==> src/sv/pqe_pkg.sv <==
// Shared widths, codes, tables and stage payload types for the particle quad expander.
// No dependencies; every other file refers to it by scoped names.
package pqe_pkg;

    localparam int SLOT_W   = 14;
    localparam int POS_W    = 32;
    localparam int DIR_W    = 16;
    localparam int CHAN_W   = 17;
    localparam int COLOR_W  = 32;
    localparam int INDEX_W  = 16;
    localparam int OSLOT_W  = 3;
    localparam int CFG_IDX_W = 8;
    localparam int PROD_W   = POS_W + DIR_W;
    localparam int HALF_W   = PROD_W - 15;
    localparam int CPROD_W  = 2 * CHAN_W;
    localparam int CNT_W    = 4;

    localparam int MAX_PARTICLES = 16384;

    localparam logic [CHAN_W-1:0] TINT_RESET = 17'd65536;

    localparam logic [CFG_IDX_W-1:0] REG_TINT_RED   = 8'd0;
    localparam logic [CFG_IDX_W-1:0] REG_TINT_GREEN = 8'd1;
    localparam logic [CFG_IDX_W-1:0] REG_TINT_BLUE  = 8'd2;
    localparam logic [CFG_IDX_W-1:0] REG_TINT_ALPHA = 8'd3;

    localparam logic KIND_VERTEX = 1'b0;
    localparam logic KIND_INDEX  = 1'b1;

    localparam logic [CNT_W-1:0] NUM_CORNERS = 4'd4;
    localparam logic [CNT_W-1:0] LAST_CNT    = 4'd9;

    localparam logic [1:0] TRI_PATTERN [6] = '{2'd0, 2'd1, 2'd3, 2'd3, 2'd1, 2'd2};
    localparam logic       CORNER_U    [4] = '{1'b0, 1'b1, 1'b1, 1'b0};
    localparam logic       CORNER_V    [4] = '{1'b0, 1'b0, 1'b1, 1'b1};

    typedef struct packed {
        logic [SLOT_W-1:0]        slotn;
        logic signed [POS_W-1:0]  cx;
        logic signed [POS_W-1:0]  cy;
        logic signed [HALF_W-1:0] hsx;
        logic signed [HALF_W-1:0] hsy;
        logic [COLOR_W-1:0]       color;
    } quad_t;

    typedef struct packed {
        logic                     kind;
        logic [OSLOT_W-1:0]       slot;
        logic signed [POS_W-1:0]  vert_x;
        logic signed [POS_W-1:0]  vert_y;
        logic [COLOR_W-1:0]       packed_color;
        logic                     tex_u;
        logic                     tex_v;
        logic [INDEX_W-1:0]       index_value;
        logic                     last;
    } result_t;

endpackage

==> src/sv/pqe_result_if.sv <==
// Result output channel: valid/ready plus one vertex or index result.
// Depends on pqe_pkg for field widths.
interface pqe_result_if;
    logic                              valid;
    logic                              ready;
    logic                              kind;
    logic [pqe_pkg::OSLOT_W-1:0]       slot;
    logic signed [pqe_pkg::POS_W-1:0]  vert_x;
    logic signed [pqe_pkg::POS_W-1:0]  vert_y;
    logic [pqe_pkg::COLOR_W-1:0]       packed_color;
    logic                              tex_u;
    logic                              tex_v;
    logic [pqe_pkg::INDEX_W-1:0]       index_value;
    logic                              last;

    modport source (output valid, kind, slot, vert_x, vert_y, packed_color, tex_u, tex_v,
                    index_value, last, input ready);
    modport sink   (input valid, kind, slot, vert_x, vert_y, packed_color, tex_u, tex_v,
                    index_value, last, output ready);
endinterface

==> src/sv/pqe_emit.sv <==
// Back end: holds one quad and sequences its ten results into the output register.
// Depends on pqe_pkg and the result interface.
module pqe_emit (
    input  logic               clk,
    input  logic               rst_n,
    input  logic               quad_valid,
    output logic               quad_ready,
    input  pqe_pkg::quad_t     quad,
    pqe_result_if.source       result
);

    localparam int SUM_W = pqe_pkg::HALF_W + 2;

    logic                         busy_reg;
    logic [pqe_pkg::CNT_W-1:0]    cnt_reg;
    pqe_pkg::quad_t               quad_reg;
    logic                         out_valid_reg;
    pqe_pkg::result_t             res_reg;
    pqe_pkg::result_t             res_next;

    logic adv, load, done;
    logic [1:0]                   corner;
    logic [2:0]                   ipos;
    logic signed [SUM_W-1:0]      ta, tb, tya, tyb, sx, sy;

    function automatic logic signed [pqe_pkg::POS_W-1:0] sat32(input logic signed [SUM_W-1:0] v);
        if (v > SUM_W'(32'sh7fffffff))
            sat32 = 32'sh7fffffff;
        else if (v < -SUM_W'(33'sh080000000))
            sat32 = 32'sh80000000;
        else
            sat32 = v[pqe_pkg::POS_W-1:0];
    endfunction

    assign adv        = busy_reg && (!out_valid_reg || result.ready);
    assign done       = adv && (cnt_reg == pqe_pkg::LAST_CNT);
    assign quad_ready = !busy_reg || done;
    assign load       = quad_valid && quad_ready;

    assign corner = cnt_reg[1:0];
    assign ipos   = 3'(cnt_reg - pqe_pkg::NUM_CORNERS);

    // x = cx -/+ hsx -/+ hsy, y = cy -/+ hsy -/+ hsx per corner
    always_comb
    begin
        ta  = SUM_W'(quad_reg.hsx);
        tb  = SUM_W'(quad_reg.hsy);
        tya = SUM_W'(quad_reg.hsx);
        tyb = SUM_W'(quad_reg.hsy);
        if (corner == 2'd0 || corner == 2'd3)
            ta = -ta;
        if (corner == 2'd0 || corner == 2'd1)
            tb = -tb;
        if (corner == 2'd2 || corner == 2'd3)
            tya = -tya;
        if (corner == 2'd0 || corner == 2'd3)
            tyb = -tyb;
        sx = SUM_W'(quad_reg.cx) + ta + tb;
        sy = SUM_W'(quad_reg.cy) + tya + tyb;
    end

    always_comb
    begin
        res_next = '0;
        if (cnt_reg < pqe_pkg::NUM_CORNERS)
        begin
            res_next.kind         = pqe_pkg::KIND_VERTEX;
            res_next.slot         = {1'b0, corner};
            res_next.vert_x       = sat32(sx);
            res_next.vert_y       = sat32(sy);
            res_next.packed_color = quad_reg.color;
            res_next.tex_u        = pqe_pkg::CORNER_U[corner];
            res_next.tex_v        = pqe_pkg::CORNER_V[corner];
        end
        else
        begin
            res_next.kind        = pqe_pkg::KIND_INDEX;
            res_next.slot        = ipos;
            res_next.index_value = {quad_reg.slotn, 2'b00}
                                 + {14'd0, pqe_pkg::TRI_PATTERN[ipos]};
            res_next.last        = (cnt_reg == pqe_pkg::LAST_CNT);
        end
    end

    always_ff @(posedge clk or negedge rst_n)
    begin
        if (!rst_n)
        begin
            busy_reg      <= 1'b0;
            cnt_reg       <= '0;
            out_valid_reg <= 1'b0;
        end
        else
        begin
            if (load)
            begin
                busy_reg <= 1'b1;
                cnt_reg  <= '0;
            end
            else if (done)
                busy_reg <= 1'b0;
            else if (adv)
                cnt_reg <= cnt_reg + 4'd1;

            if (adv)
                out_valid_reg <= 1'b1;
            else if (result.ready)
                out_valid_reg <= 1'b0;
        end
    end

    always_ff @(posedge clk)
    begin
        if (load)
            quad_reg <= quad;
        if (adv)
            res_reg <= res_next;
    end

    assign result.valid        = out_valid_reg;
    assign result.kind         = res_reg.kind;
    assign result.slot         = res_reg.slot;
    assign result.vert_x       = res_reg.vert_x;
    assign result.vert_y       = res_reg.vert_y;
    assign result.packed_color = res_reg.packed_color;
    assign result.tex_u        = res_reg.tex_u;
    assign result.tex_v        = res_reg.tex_v;
    assign result.index_value  = res_reg.index_value;
    assign result.last         = res_reg.last;

endmodule

==> src/flat_wrapper.sv <==
// flat-port wrapper written by rule: the top's interface ports become plain ports
module pqe_emit_flat 
  (clk, rst_n, quad_valid, quad_ready, quad, result_valid, result_kind, result_slot, result_vert_x, result_vert_y, result_packed_color, result_tex_u, result_tex_v, result_index_value, result_last, result_ready);
  pqe_result_if result_i ();
  input  logic clk;
  input  logic rst_n;
  input  logic quad_valid;
  output logic quad_ready;
  input  pqe_pkg::quad_t quad;
  output wire logic [$bits(result_i.valid)-1:0] result_valid;
  output wire logic [$bits(result_i.kind)-1:0] result_kind;
  output wire logic [$bits(result_i.slot)-1:0] result_slot;
  output wire logic [$bits(result_i.vert_x)-1:0] result_vert_x;
  output wire logic [$bits(result_i.vert_y)-1:0] result_vert_y;
  output wire logic [$bits(result_i.packed_color)-1:0] result_packed_color;
  output wire logic [$bits(result_i.tex_u)-1:0] result_tex_u;
  output wire logic [$bits(result_i.tex_v)-1:0] result_tex_v;
  output wire logic [$bits(result_i.index_value)-1:0] result_index_value;
  output wire logic [$bits(result_i.last)-1:0] result_last;
  input wire logic [$bits(result_i.ready)-1:0] result_ready;
  assign result_valid = result_i.valid;
  assign result_kind = result_i.kind;
  assign result_slot = result_i.slot;
  assign result_vert_x = result_i.vert_x;
  assign result_vert_y = result_i.vert_y;
  assign result_packed_color = result_i.packed_color;
  assign result_tex_u = result_i.tex_u;
  assign result_tex_v = result_i.tex_v;
  assign result_index_value = result_i.index_value;
  assign result_last = result_i.last;
  assign result_i.ready = result_ready;
  pqe_emit u_core (.clk(clk), .rst_n(rst_n), .quad_valid(quad_valid), .quad_ready(quad_ready), .quad(quad), .result(result_i));
endmodule
==> config.mk <==
export PLATFORM = sky130hd
export DESIGN_NAME = pqe_emit_flat
export DESIGN_NICKNAME = d
export VERILOG_FILES = /design/src/sv/pqe_pkg.sv /design/src/sv/pqe_result_if.sv /design/src/sv/pqe_emit.sv /design/src/flat_wrapper.sv
export SDC_FILE = /design/constraint.sdc
export NUM_CORES = 1
export LEC_CHECK = 0
export BUFFER_PORTS_ARGS = -buffer_cell sky130_fd_sc_hd__buf_2
export CAP_MARGIN = 20
export CORE_ASPECT_RATIO = 1.1
export CORE_MARGIN = 10
export CORE_UTILIZATION = 50
export CTS_CLUSTER_SIZE = 30
export DETAILED_ROUTE_END_ITERATION = 6
export GPL_TIMING_DRIVEN = 0
export PLACE_DENSITY = 0.82
export SYNTH_ARGS = -nofsm -noshare
export SYNTH_HDL_FRONTEND = slang
export SYNTH_SLANG_ARGS = --single-unit
==> constraint.sdc <==
create_clock -name clk -period 12.34 [get_ports clk]
set_input_delay 1.234 -clock clk [delete_from_list [all_inputs] [get_ports clk]]
set_output_delay 1.234 -clock clk [all_outputs]
set_load 0.1 [all_outputs]
**Word level (Yosys, flattened, before mapping)**

Memories as Yosys holds them, arrays and structs flattened.
Cells that the tools add are included.

- Equal/unequal tests: 5
- Bitwise operators: 3
- Muxes and demuxes: 24
- Add/sub/neg operators: 9
- Reductions and logical operators: 17
- Magnitude comparators: 7

Operators with widths:

| operator | number |
|---|---|
| $mux W35 | 4 |
| $add A32 B35 Y35 | 2 |
| $add A35 B35 Y35 | 2 |
| $gt A35 B32 Y1 const B | 2 |
| $lt A35 B32 Y1 const B | 2 |
| $neg A33 Y35 | 2 |
| $mux W32 | 2 |
| $mux W31 | 2 |
| $add A16 B2 Y16 | 1 |
| $mux W4 | 4 |
| $mux W1 | 8 |
| $reduce_bool A2 Y1 | 3 |
| $logic_or A1 B1 Y1 | 5 |
| $add A4 B1 Y4 const B | 1 |
| $bmux W1 S2 | 2 |
| $eq A2 B2 Y1 const B | 2 |
| $eq A4 B4 Y1 const B | 1 |
| $ge A4 B4 Y1 const B | 1 |
| $lt A4 B3 Y1 const B | 1 |
| $mux W2 | 2 |
| $not A3 Y4 | 1 |
| $reduce_or A2 Y1 | 2 |
| $ge A3 B3 Y1 const B | 1 |
| $logic_and A1 B1 Y1 | 3 |
| other kinds (8) | 9 |

- Register bits: 301
- Memories: 1
- Logic and storage cells: 87
- Bits in read-only memories: 16

Memory list:

| name | words | bits a word | rd ports | clocked after Yosys merged registers in | write ports | line | source |
|---|---|---|---|---|---|---|---|
| (no name shown) | 8 | 2 | 1 | 0 | 0 | pqe_emit.sv:80 | `+ {14'd0, pqe_pkg::TRI_PATTERN[ipos]};` |

**Longest topological paths before layout**

Gate-level depths: netlist of the first run.

- Depth in word-level cells: 8
- Depth in mapped cells: 24
- Gate-level depth less buffers: 22

**Worst setup path after synthesis of the first run**

OpenSTA, ideal clock, no wires.

- Path kind: input to register
- From: input result_ready
- To: register u_core.quad_reg[0] (netlist bit) (enable)
- Required time: 11.734 ns
- Library setup time: 0.606 ns
- Stages: 5
- Path slack: 4.552 ns
- Arrival: 7.182 ns
- Path buffers: 1
- Cell sequence: nand2b_1 -> nand2_1 -> nand2_1 -> and2_1 -> clkbuf_1

- Word-level cells in the longest chain between the ends: 5

Ends and longest elaborated chain:

| element | line | source |
|---|---|---|
| start: declaration | flat_wrapper.sv:20 | `input wire logic [$bits(result_i.ready)-1:0] result_ready;` |
| $logic_or A1 B1 Y1 | pqe_emit.sv:35 | `assign adv = busy_reg && (!out_valid_reg \|\| result.ready);` |
| $logic_and A1 B1 Y1 | pqe_emit.sv:35 |  |
| $logic_and A1 B1 Y1 | pqe_emit.sv:36 | `assign done = adv && (cnt_reg == pqe_pkg::LAST_CNT);` |
| $logic_or A1 B1 Y1 | pqe_emit.sv:37 | `assign quad_ready = !busy_reg \|\| done;` |
| net quad_ready | flat_wrapper.sv:8 | `output logic quad_ready;` |
| $logic_and A1 B1 Y1 | pqe_emit.sv:38 | `assign load = quad_valid && quad_ready;` |
| net u_core.load | pqe_emit.sv:21 | `logic adv, load, done;` |
| end signal: assignment | pqe_emit.sv:115 | `quad_reg <= quad;` |
| end: declaration | pqe_emit.sv:16 | `pqe_pkg::quad_t quad_reg;` |

The timed path passes the listed nets, and every way through them passes these cells.
A chain may end at the register's enable or synchronous reset.

**Worst setup path in the final report of the first run**

- From: register u_core.quad_reg[65] (netlist bit)
- To: register u_core.res_reg, in the netlist u_core.result.vert_x[4] (data pin)

- Word-level cells in the longest chain between the ends: 7
- Elaborated cells between the ends (all ways): 8
- Those cells by class: add/sub: 3; order compare: 2; mux: 3

Ends and longest elaborated chain:

| element | line | source |
|---|---|---|
| $neg A33 Y35 | pqe_emit.sv:51 | `ta = -ta;` |
| $mux W35 * | pqe_emit.sv:50 | `if (corner == 2'd0 \|\| corner == 2'd3)` |
| $add A32 B35 Y35 * | pqe_emit.sv:58 | `sx = SUM_W'(quad_reg.cx) + ta + tb;` |
| $add A35 B35 Y35 * | pqe_emit.sv:58 |  |
| $lt A35 B32 Y1 | pqe_emit.sv:29 | `else if (v < -SUM_W'(33'sh080000000))` |
| $mux W32 | pqe_emit.sv:29 |  |
| $mux W31 * | pqe_emit.sv:27 | `if (v > SUM_W'(32'sh7fffffff))` |
| end signal: assignment | pqe_emit.sv:117 | `res_reg <= res_next;` |
| end: declaration | pqe_emit.sv:18 | `pqe_pkg::result_t res_reg;` |

Mark *: on every way between the ends. The rest lies on a longest branch, timed or not.

==> results.sh, run 1 <==
export IMPL_ys_flop_type="edfxtp_1"
export IMPL_start_util=0.504
export IMPL_startpoint="u_core.quad_reg[65]"
export IMPL_antenna_found_initial=9
export IMPL_setup_viol=0
export IMPL_fin_nets=2309
export IMPL_drtAntennaViolNets=0
export IMPL_worstReg2RegStart="u_core.quad_reg[65]"
export IMPL_endpoint_kind="flip-flop"
export IMPL_maxCapViolations=0
export IMPL_root_buffer="clkbuf_16"
export IMPL_place_area_um2=20900
export IMPL_max_freq_ghz=0.139
export IMPL_r2r_cells=21
export IMPL_grt_util_all_layers=0.230
export IMPL_rsz0062_at_grt="no"
export IMPL_drt_initial_drc_count=929
export IMPL_cts_resized=0
export IMPL_area_delta_synth_final_pct=17.3
export IMPL_row_count=74
export IMPL_holdCritPathClass="input pin to asynchronous set/reset pin"
export IMPL_syn_area_per_cell_um2=11.3
export IMPL_hold_slack_ns=0.460
export IMPL_ys_seq_elements=301
export IMPL_hpwl_um=42600
export IMPL_synth_edf_count=295
export IMPL_ys_warn_count=0
export IMPL_avgViaCountPerCell=5.41
export IMPL_syn_instance_count=1649
export IMPL_grt_ovfl_total=0
export IMPL_clock_path_buffers=3
export IMPL_path_max_fanout=10
export IMPL_cts_made_buffers=31
export IMPL_ys_types=79
export IMPL_core_area_um2=36900
export IMPL_grt_pass1_vias=14065
export IMPL_pin_count=301
export IMPL_largest_reg_flops=176
export IMPL_seq_area_frac_synth=0.484
export IMPL_tns_ns=0
export IMPL_grt_first_pass_wirelength_um=80500
export IMPL_timing_slew_headroom=0.299
export IMPL_dieHeight_um=222
export IMPL_diodes=0
export IMPL_drt_wl_total_um=53200
export IMPL_rr_endpoint="u_core.result.vert_x[4]"
export IMPL_regToRegSetupSlack_ns=5.13
export IMPL_die_area_um2=45400
export IMPL_synthDominantCellAreaShare=0.475
export IMPL_worst_skew_pair_late_latency_ns=0.59
export IMPL_wire_per_inst_um=21.2
export IMPL_clk_pin_slew_ns=0.06
export IMPL_synth_common_cells="295 x edfxtp_1, 208 x inv_1, 139 x xnor2_1, 134 x nor2_1, 103 x a21oi_1"
export IMPL_crit_arrival_ns=7.65
export IMPL_report_final_slew_viol_count=0
export IMPL_status="completed"
export IMPL_routabilityCongestion=0.906
export IMPL_fin_crit_sh=0.584
export IMPL_vias=13555
export IMPL_cts_setup_buffers=0
export IMPL_ys_async_sr_fraction=0.0199
export IMPL_fill_cells=3010
export IMPL_ys_top_cells_by_area="edfxtp_1 48%, fa_1 7.5%, xnor2_1 6.5%"
export IMPL_die_width_um=204
export IMPL_drc_errors=0
export IMPL_critPathLaunchType="flip-flop"
export IMPL_finalCriticalPeriod_ns=7.21
export IMPL_clock_sinks=301
export IMPL_critPathRequiredTime_ns=12.78
export IMPL_critPathCapture="u_core.result.vert_x[4]"
export IMPL_ctsHoldBuffers=0
export IMPL_layout_drive_gt1_share=0.212
export IMPL_cts_tree="done"
export IMPL_multi_input_area_um2=8570
export IMPL_grt_max_degree=75
export IMPL_clock_skew_ns=0.0131
export IMPL_drt_pass1_iterations=6
export IMPL_yosysMostFrequentCell="edfxtp_1"
export IMPL_port_buffer_count=300
export IMPL_htree_num_levels=1
export IMPL_stdcell_area_um2=21900
export IMPL_seq_area_um2=9010
export IMPL_synth_area_um2=18600
export IMPL_worstMarginPinSlew_ns=1.05
export IMPL_yosys_area_top_type="edfxtp_1"
export IMPL_synth_fp_nets=1972
export IMPL_critPathKind="flip-flop to flip-flop"
export IMPL_finalHoldViolCount=0
[through the flow]
| stage | setup slack [ns] | utilization | instances |
|---|---|---|---|
| after floorplan | 4.55 | - | 1649 |
| after global placement | 3.14 | 0.562 | 2443 |
| after detailed placement | 5.27 | 0.564 | 2447 |
| after CTS | 5.24 | 0.592 | 2505 |
| after global routing | 4.52 | 0.592 | 2505 |
| final | 5.13 | 0.592 | 2505 |
[cells by family after synthesis]
logic type                 count (synthesis)  share of synthesized area
AOI/OAI and AO/OA                        320                      0.123
xor gates and xnor gates                 190                     0.0919
adders and majority gates                143                      0.124
buffers and inverters                    266                     0.0565
DFF                                      301                      0.484
muxes                                     10                    0.00604
and+or+nand+nor                          419                      0.114
[worst max-delay path: stages, from the launching register on]
cell and delay [ns]:
edfxtp_1 0.53, inv_1 0.11, ha_1 0.21, or3b_4 0.44, nor4_1 0.74, nand2_1 0.29, nor3_1 0.35, nor3b_1 0.47
nor2_1 0.10, xnor2_1 0.17, fa_1 0.50, inv_1 0.04, ha_1 0.26, clkbuf_1 0.25, nand4_1 0.25, or3b_1 0.42
a211oi_1 0.48, nor3_1 0.15, or3_1 0.38, a21boi_1 0.24, clkbuf_1 0.44, o21a_1 0.22
[cell type report]
type                    instances  area share
flip-flops and latches        301       0.412
clock buffers                  37      0.0365
plain buffers                  58      0.0128
multi-input cells            1082       0.392
clock inverters                21     0.00950
repair buffers                304      0.0730
inverters                     208      0.0357
well taps                     494      0.0283
[worst min-delay path by stage]
stage / cells past startpoint / end / startpoint
2_1_floorplan: 1 / u_core.result.valid / u_core.busy_reg
3_3_place_gp: 1 / u_core.result.valid / u_core.busy_reg
3_5_place_dp: 1 / u_core.result.valid / u_core.busy_reg
4_1_cts: 1 / u_core.result.valid / rst_n
5_1_grt: 1 / u_core.cnt_reg[0] / rst_n
6_report: 1 / u_core.cnt_reg[0] / rst_n
[layout by cell type (no fill, tap or decap), types with 31 or more instances in the layout]
cell       instances
xnor2_1          139
o21a_1            47
o21ai_0           32
xor2_1            47
ha_1              73
and2_1            61
a21oi_1          103
nor2_1           134
buf_2            301
clkbuf_1          49
inv_1            208
fa_1              70
nand2_1           82
edfxtp_1         295
clkbuf_16         31
[per-layer routing]
metal,wire (um),vias up,track usage
met2,24900,538,0.373
met5,102,-,0
met3,4880,120,0.0645
li1,-,6390,-
met4,2030,18,0.0875
met1,21300,6489,0.287
Power of run 1 is left out: the tool's default activity adds up to more than one toggle a clock period on the data nets, which glitch-free logic cannot reach.
==> run 2, diff against run 1 <==
==> constraint.sdc (replaced) <==
create_clock -name clk -period 6.7 [get_ports clk]
set_input_delay 0.67 -clock clk [delete_from_list [all_inputs] [get_ports clk]]
set_output_delay 0.67 -clock clk [all_outputs]
set_load 0.1 [all_outputs]
==> run 2 against run 1 <==
Compared with the run above: cell count rose by 0.24%; utilization rose by 0.73 points; register-to-register slack got worse by 4.8 ns; worst hold slack got worse by 0.17 ns; first-iteration DRC count fell by 1.1%; critical endpoint is now u_core.result.vert_y[1]; via count rose by 0.29%; highest routed layer unchanged; clock skew rose by 0.015 ns; fmax rose by 13%; final area rose by 1.2%; clock-buffer cell count rose by 6; critical path depth fell by 1; largest cell class unchanged; non-clock buffer count rose by 3.
==> results.sh, run 2 (synthesis gave the netlist of run 1 again) <==
export IMPL_status="completed"
export IMPL_r2r_cells=20
export IMPL_largest_reg_flops=176
export IMPL_grt_max_degree=99
export IMPL_grt_pass1_vias=14073
export IMPL_vias=13594
export IMPL_hpwl_um=42400
export IMPL_clock_skew_ns=0.0284
export IMPL_maxCapViolations=0
export IMPL_regToRegSetupSlack_ns=0.31
export IMPL_layout_drive_gt1_share=0.227
export IMPL_grt_first_pass_wirelength_um=80700
export IMPL_cp_slowest_cell="or4_1"
export IMPL_critPathCapture="u_core.result.vert_y[1]"
export IMPL_start_util=0.504
export IMPL_fin_crit_sh=0.954
export IMPL_drt_initial_drc_count=919
export IMPL_diodes=0
export IMPL_routabilityCongestion=0.910
export IMPL_drtAntennaViolNets=0
export IMPL_report_final_slew_viol_count=0
export IMPL_holdCritPathClass="input pin to flip-flop"
export IMPL_final_cell_mix="301 x buf_2, 295 x edfxtp_1, 208 x inv_1"
export IMPL_cpMostUsedCell="nor2_1"
export IMPL_crit_arrival_ns=6.65
export IMPL_startpoint="u_core.quad_reg[32]"
export IMPL_core_area_um2=36900
export IMPL_place_area_um2=20800
export IMPL_wire_per_inst_um=21.2
export IMPL_finalHoldViolCount=0
export IMPL_final_instance_count_excl_fill=2511
export IMPL_port_buffer_count=300
export IMPL_clk_pin_slew_ns=0.06
export IMPL_cts_tree="done"
export IMPL_avgViaCountPerCell=5.41
export IMPL_worstMarginPinSlew_ns=1.10
export IMPL_row_count=74
export IMPL_stdcell_area_um2=22100
export IMPL_grt_ovfl_total=0
export IMPL_area_delta_synth_final_pct=18.8
export IMPL_hold_slack_ns=0.291
export IMPL_fin_nets=2315
export IMPL_root_buffer="clkbuf_16"
export IMPL_drt_pass1_iterations=6
export IMPL_final_common_cell="buf_2"
export IMPL_worst_hold_startpoint="quad[159]"
export IMPL_path_max_fanout=10
export IMPL_pin_count=301
export IMPL_crit_path_cell_trace="or3_1, or4_1, nor2_1, nand3b_1, nor2_1, nor2_1, xnor2_1, fa_1, inv_1, ha_1, clkbuf_1, a21boi_0, or2_1, a41oi_1, o41a_1, o31ai_1, xnor3_2, a31oi_4, buf_6, a211oi_2"
export IMPL_max_freq_ghz=0.156
export IMPL_clock_path_buffers=3
export IMPL_worstReg2RegStart="u_core.quad_reg[32]"
export IMPL_finalCriticalPeriod_ns=6.39
export IMPL_rr_endpoint="u_core.result.vert_y[1]"
export IMPL_setup_viol=0
export IMPL_dieHeight_um=222
export IMPL_drc_errors=0
export IMPL_critPathMaxStageDelay_ns=0.61
export IMPL_antenna_found_initial=2
export IMPL_grt_util_all_layers=0.232
export IMPL_clock_sinks=301
export IMPL_fill_cells=3015
export IMPL_htree_num_levels=2
export IMPL_worst_skew_pair_late_latency_ns=0.56
export IMPL_critPathLaunchType="flip-flop"
export IMPL_timing_slew_headroom=0.265
export IMPL_placed_cells=2446
export IMPL_drt_wl_total_um=53400
export IMPL_critPathRequiredTime_ns=6.95
export IMPL_die_area_um2=45400
export IMPL_critPathKind="flip-flop to flip-flop"
export IMPL_cts_made_buffers=34
export IMPL_endpoint_kind="flip-flop"
export IMPL_die_width_um=204
-- run 2: changes by cell type in the layout (fill, tap and decap cells not counted), sizes merged --
cell	delta
clkbuf	+5
buf	+3
clkinvlp	-2
dlygate4sd3	+1
inv	-1
-- run 2: per-layer routing --
metal	track usage	wire (um)	up-vias
li1	-	-	6386
met4	0.0677	1300	4
met3	0.0595	4650	81
met2	0.390	25800	511
met1	0.288	21500	6612
met5	0	25	-
-- run 2: timing repair --
item | 4_1_cts | 5_1_grt
gates resized for setup | 5 | 31
hold buffers | 1 | 0
setup buffers | 0 | 6
pin swaps | 0 | 2
hold endpoints to repair | 6 | 0
endpoints found under the setup margin | 61 | 61
-- run 2: worst min path at each step --
| stage | to | depth (start not counted) |
|---|---|---|
| floorplan | u_core.busy_reg | 0 |
| global placement | u_core.result.valid | 1 |
| detailed placement | u_core.result.valid | 1 |
| CTS | u_core.quad_reg[70] | 1 |
| global route | u_core.quad_reg[155] | 1 |
| finish | u_core.quad_reg[159] | 1 |
-- run 2: through the flow --
step                      TNS [ns]  setup WS, ns  utilization
final                            0         0.306        0.599
after global routing       -0.0133      -0.00907        0.599
after CTS                        0       0.00776        0.595
after detailed placement     -9.65        -0.225        0.564
after global placement       -4.48        -0.125        0.562
after floorplan                  0          1.10            -
-- run 2: cell type report --
cell class                 count  area [um2]  share of cell area
sequential                   301        9010               0.407
multi-input combinational   1082        8680               0.392
timing repair buffer         310        1620              0.0732
clock buffer                  43         948              0.0429
inverter                     208         781              0.0353
tap                          494         618              0.0279
buffer                        55         289              0.0131
clock inverter                18         186             0.00843
-- run 2: worst max-delay path, delay by kind of cell, from the launching register on --
kind                     cells  cell delay [ns]
AO/OA/AOI/OAI                6             1.53
flip-flops                   1             0.55
AND/OR/NAND/NOR              7             1.91
adder cells (fa/ha/maj)      2             0.78
buffers and inverters        3             0.61
XOR/XNOR                     2             0.73
Power of run 2 is left out for the same reason.
==> run 3, diff against run 2 <==
--- a/config.mk
+++ b/config.mk
@@ -7,13 +7,15 @@
 export LEC_CHECK = 0
 export BUFFER_PORTS_ARGS = -buffer_cell sky130_fd_sc_hd__buf_2
 export CAP_MARGIN = 20
+export CELL_PAD_IN_SITES_DETAIL_PLACEMENT = 0
+export CELL_PAD_IN_SITES_GLOBAL_PLACEMENT = 2
 export CORE_ASPECT_RATIO = 1.1
 export CORE_MARGIN = 10
-export CORE_UTILIZATION = 50
+export CORE_UTILIZATION = 30
 export CTS_CLUSTER_SIZE = 30
 export DETAILED_ROUTE_END_ITERATION = 6
 export GPL_TIMING_DRIVEN = 0
-export PLACE_DENSITY = 0.82
+export PLACE_DENSITY = 0.77
 export SYNTH_ARGS = -nofsm -noshare
 export SYNTH_HDL_FRONTEND = slang
 export SYNTH_SLANG_ARGS = --single-unit
==> run 3 against run 2 <==
Compared with the run above: cell count up 14%; register-to-register slack better by 0.03 ns; first-iteration DRC count down 19%.
==> results.sh, run 3 (synthesis gave the netlist of run 1 again) <==
export IMPL_start_util=0.304
export IMPL_critPathKind="flip-flop to flip-flop"
export IMPL_grt_util_all_layers=0.152
export IMPL_rsz0062_at_grt="no"
export IMPL_routabilityCongestion=0.845
export IMPL_drtAntennaViolNets=0
export IMPL_fill_cells=6185
export IMPL_layout_drive_gt1_share=0.230
export IMPL_grt_pass1_vias=13886
export IMPL_timing_slew_headroom=0.283
export IMPL_rr_endpoint="u_core.result.vert_y[27]"
export IMPL_crit_arrival_ns=6.62
export IMPL_pin_count=301
export IMPL_vias=13348
export IMPL_drt_wl_total_um=56400
export IMPL_die_width_um=258
export IMPL_cts_made_buffers=37
export IMPL_maxCapViolations=0
export IMPL_root_buffer="clkbuf_16"
export IMPL_status="completed"
export IMPL_port_buffer_count=300
export IMPL_final_cell_mix="301 x buf_2, 295 x edfxtp_1, 208 x inv_1"
export IMPL_critPathRequiredTime_ns=6.95
export IMPL_row_count=95
export IMPL_critPathLaunchType="flip-flop"
export IMPL_fin_nets=2321
export IMPL_worst_hold_startpoint="quad[76]"
export IMPL_holdCritPathClass="input pin to flip-flop"
export IMPL_wire_per_inst_um=19.8
export IMPL_clock_sinks=301
export IMPL_drt_pass1_iterations=5
export IMPL_clock_skew_ns=0.0240
export IMPL_hold_path_depth=1
export IMPL_fin_crit_sh=0.950
export IMPL_avgViaCountPerCell=4.67
export IMPL_holdPathEnd="u_core.quad_reg[76]"
export IMPL_final_common_cell="buf_2"
export IMPL_antenna_found_initial=23
export IMPL_worst_skew_pair_late_latency_ns=0.57
export IMPL_drc_errors=0
export IMPL_finalCriticalPeriod_ns=6.37
export IMPL_cts_tree="done"
export IMPL_drt_initial_drc_count=748
export IMPL_worstReg2RegStart="u_core.cnt_reg[0]"
export IMPL_clk_pin_slew_ns=0.06
export IMPL_path_max_fanout=10
export IMPL_grt_first_pass_wirelength_um=83700
export IMPL_htree_num_levels=2
export IMPL_core_area_um2=61300
export IMPL_area_delta_synth_final_pct=21.8
export IMPL_hpwl_um=45300
export IMPL_max_freq_ghz=0.157
export IMPL_finalHoldViolCount=0
export IMPL_grt_ovfl_total=0
export IMPL_grt_max_degree=98
export IMPL_clock_path_buffers=3
export IMPL_r2r_cells=20
export IMPL_setup_viol=0
export IMPL_dieHeight_um=281
export IMPL_regToRegSetupSlack_ns=0.33
export IMPL_largest_reg_flops=176
export IMPL_die_area_um2=72500
export IMPL_worstMarginPinSlew_ns=1.07
export IMPL_report_final_slew_viol_count=0
export IMPL_hold_slack_ns=0.268
export IMPL_endpoint_kind="flip-flop"
-- run 3: area by class of cell --
type	count	area, um2	area share
Sequential cell	301	9010	0.397
Multi-Input combinational cell	1082	8680	0.383
Timing Repair Buffer	311	1650	0.0726
Tap cell	824	1030	0.0454
Clock buffer	43	968	0.0427
Inverter	208	781	0.0344
Buffer	57	303	0.0133
Clock inverter	24	258	0.0114
Antenna cell	6	15.0	0.000662
-- run 3: per-layer routing --
metal	track usage	up-vias	part of all wire
met4	0.0308	32	0.016
met1	0.187	6453	0.42
met3	0.0520	85	0.079
met5	0	-	0.0037
li1	-	6418	-
met2	0.255	360	0.48
-- run 3: worst max-delay path by stage --
stage                                    from                  endpoint  slack (ns)  cells after the start
after floorplan           u_core.quad_reg[65]  u_core.result.vert_y[29]        1.10                     21
after global placement           result_ready         u_core.cnt_reg[0]       -0.59                      7
after detailed placement  u_core.quad_reg[65]  u_core.result.vert_x[27]       -0.54                     21
after CTS                 u_core.quad_reg[65]  u_core.result.vert_y[27]       0.004                     23
after global routing        u_core.cnt_reg[0]   u_core.result.vert_y[1]       0.003                     20
final                       u_core.cnt_reg[0]  u_core.result.vert_y[27]        0.33                     20
-- run 3: critical path: stages (launching register included) --
cell      delay (ns)
dfrtp_1         0.45
inv_1           0.16
ha_1            0.45
clkbuf_1        0.30
clkbuf_4        0.31
clkbuf_4        0.28
nor2_1          0.09
xnor2_1         0.33
fa_1            0.47
inv_1           0.13
ha_1            0.18
a211o_1         0.13
o211ai_1        0.16
a21oi_1         0.31
a41oi_1         0.28
o41a_1          0.50
o31ai_1         0.34
xnor3_2         0.56
a31oi_4         0.33
buf_6           0.22
a211oi_2        0.06
-- run 3: repair_timing --
action / 4_1_cts / 5_1_grt
hold buffers: 1 / 0
gates resized for setup: 10 / 31
setup endpoints to repair: 62 / 62
pin swaps: 0 / 1
setup buffers: 0 / 6
hold endpoints to repair: 6 / 0
-- run 3: stage by stage --
| stage | cells | TNS (ns) | worst slack, ns | area, um2 | utilization |
|---|---|---|---|---|---|
| finish | 2856 | 0 | 0.333 | 22700 | 0.370 |
| global route | 2855 | 0 | 0.00323 | 22700 | 0.370 |
| CTS | 2845 | 0 | 0.00354 | 22500 | 0.367 |
| detailed placement | 2777 | -24.43 | -0.539 | 21300 | 0.347 |
| global placement | 2773 | -27.94 | -0.591 | 21200 | 0.345 |
| floorplan | 1649 | 0 | 1.10 | 18600 | - |
Power of run 3 is left out for the same reason.
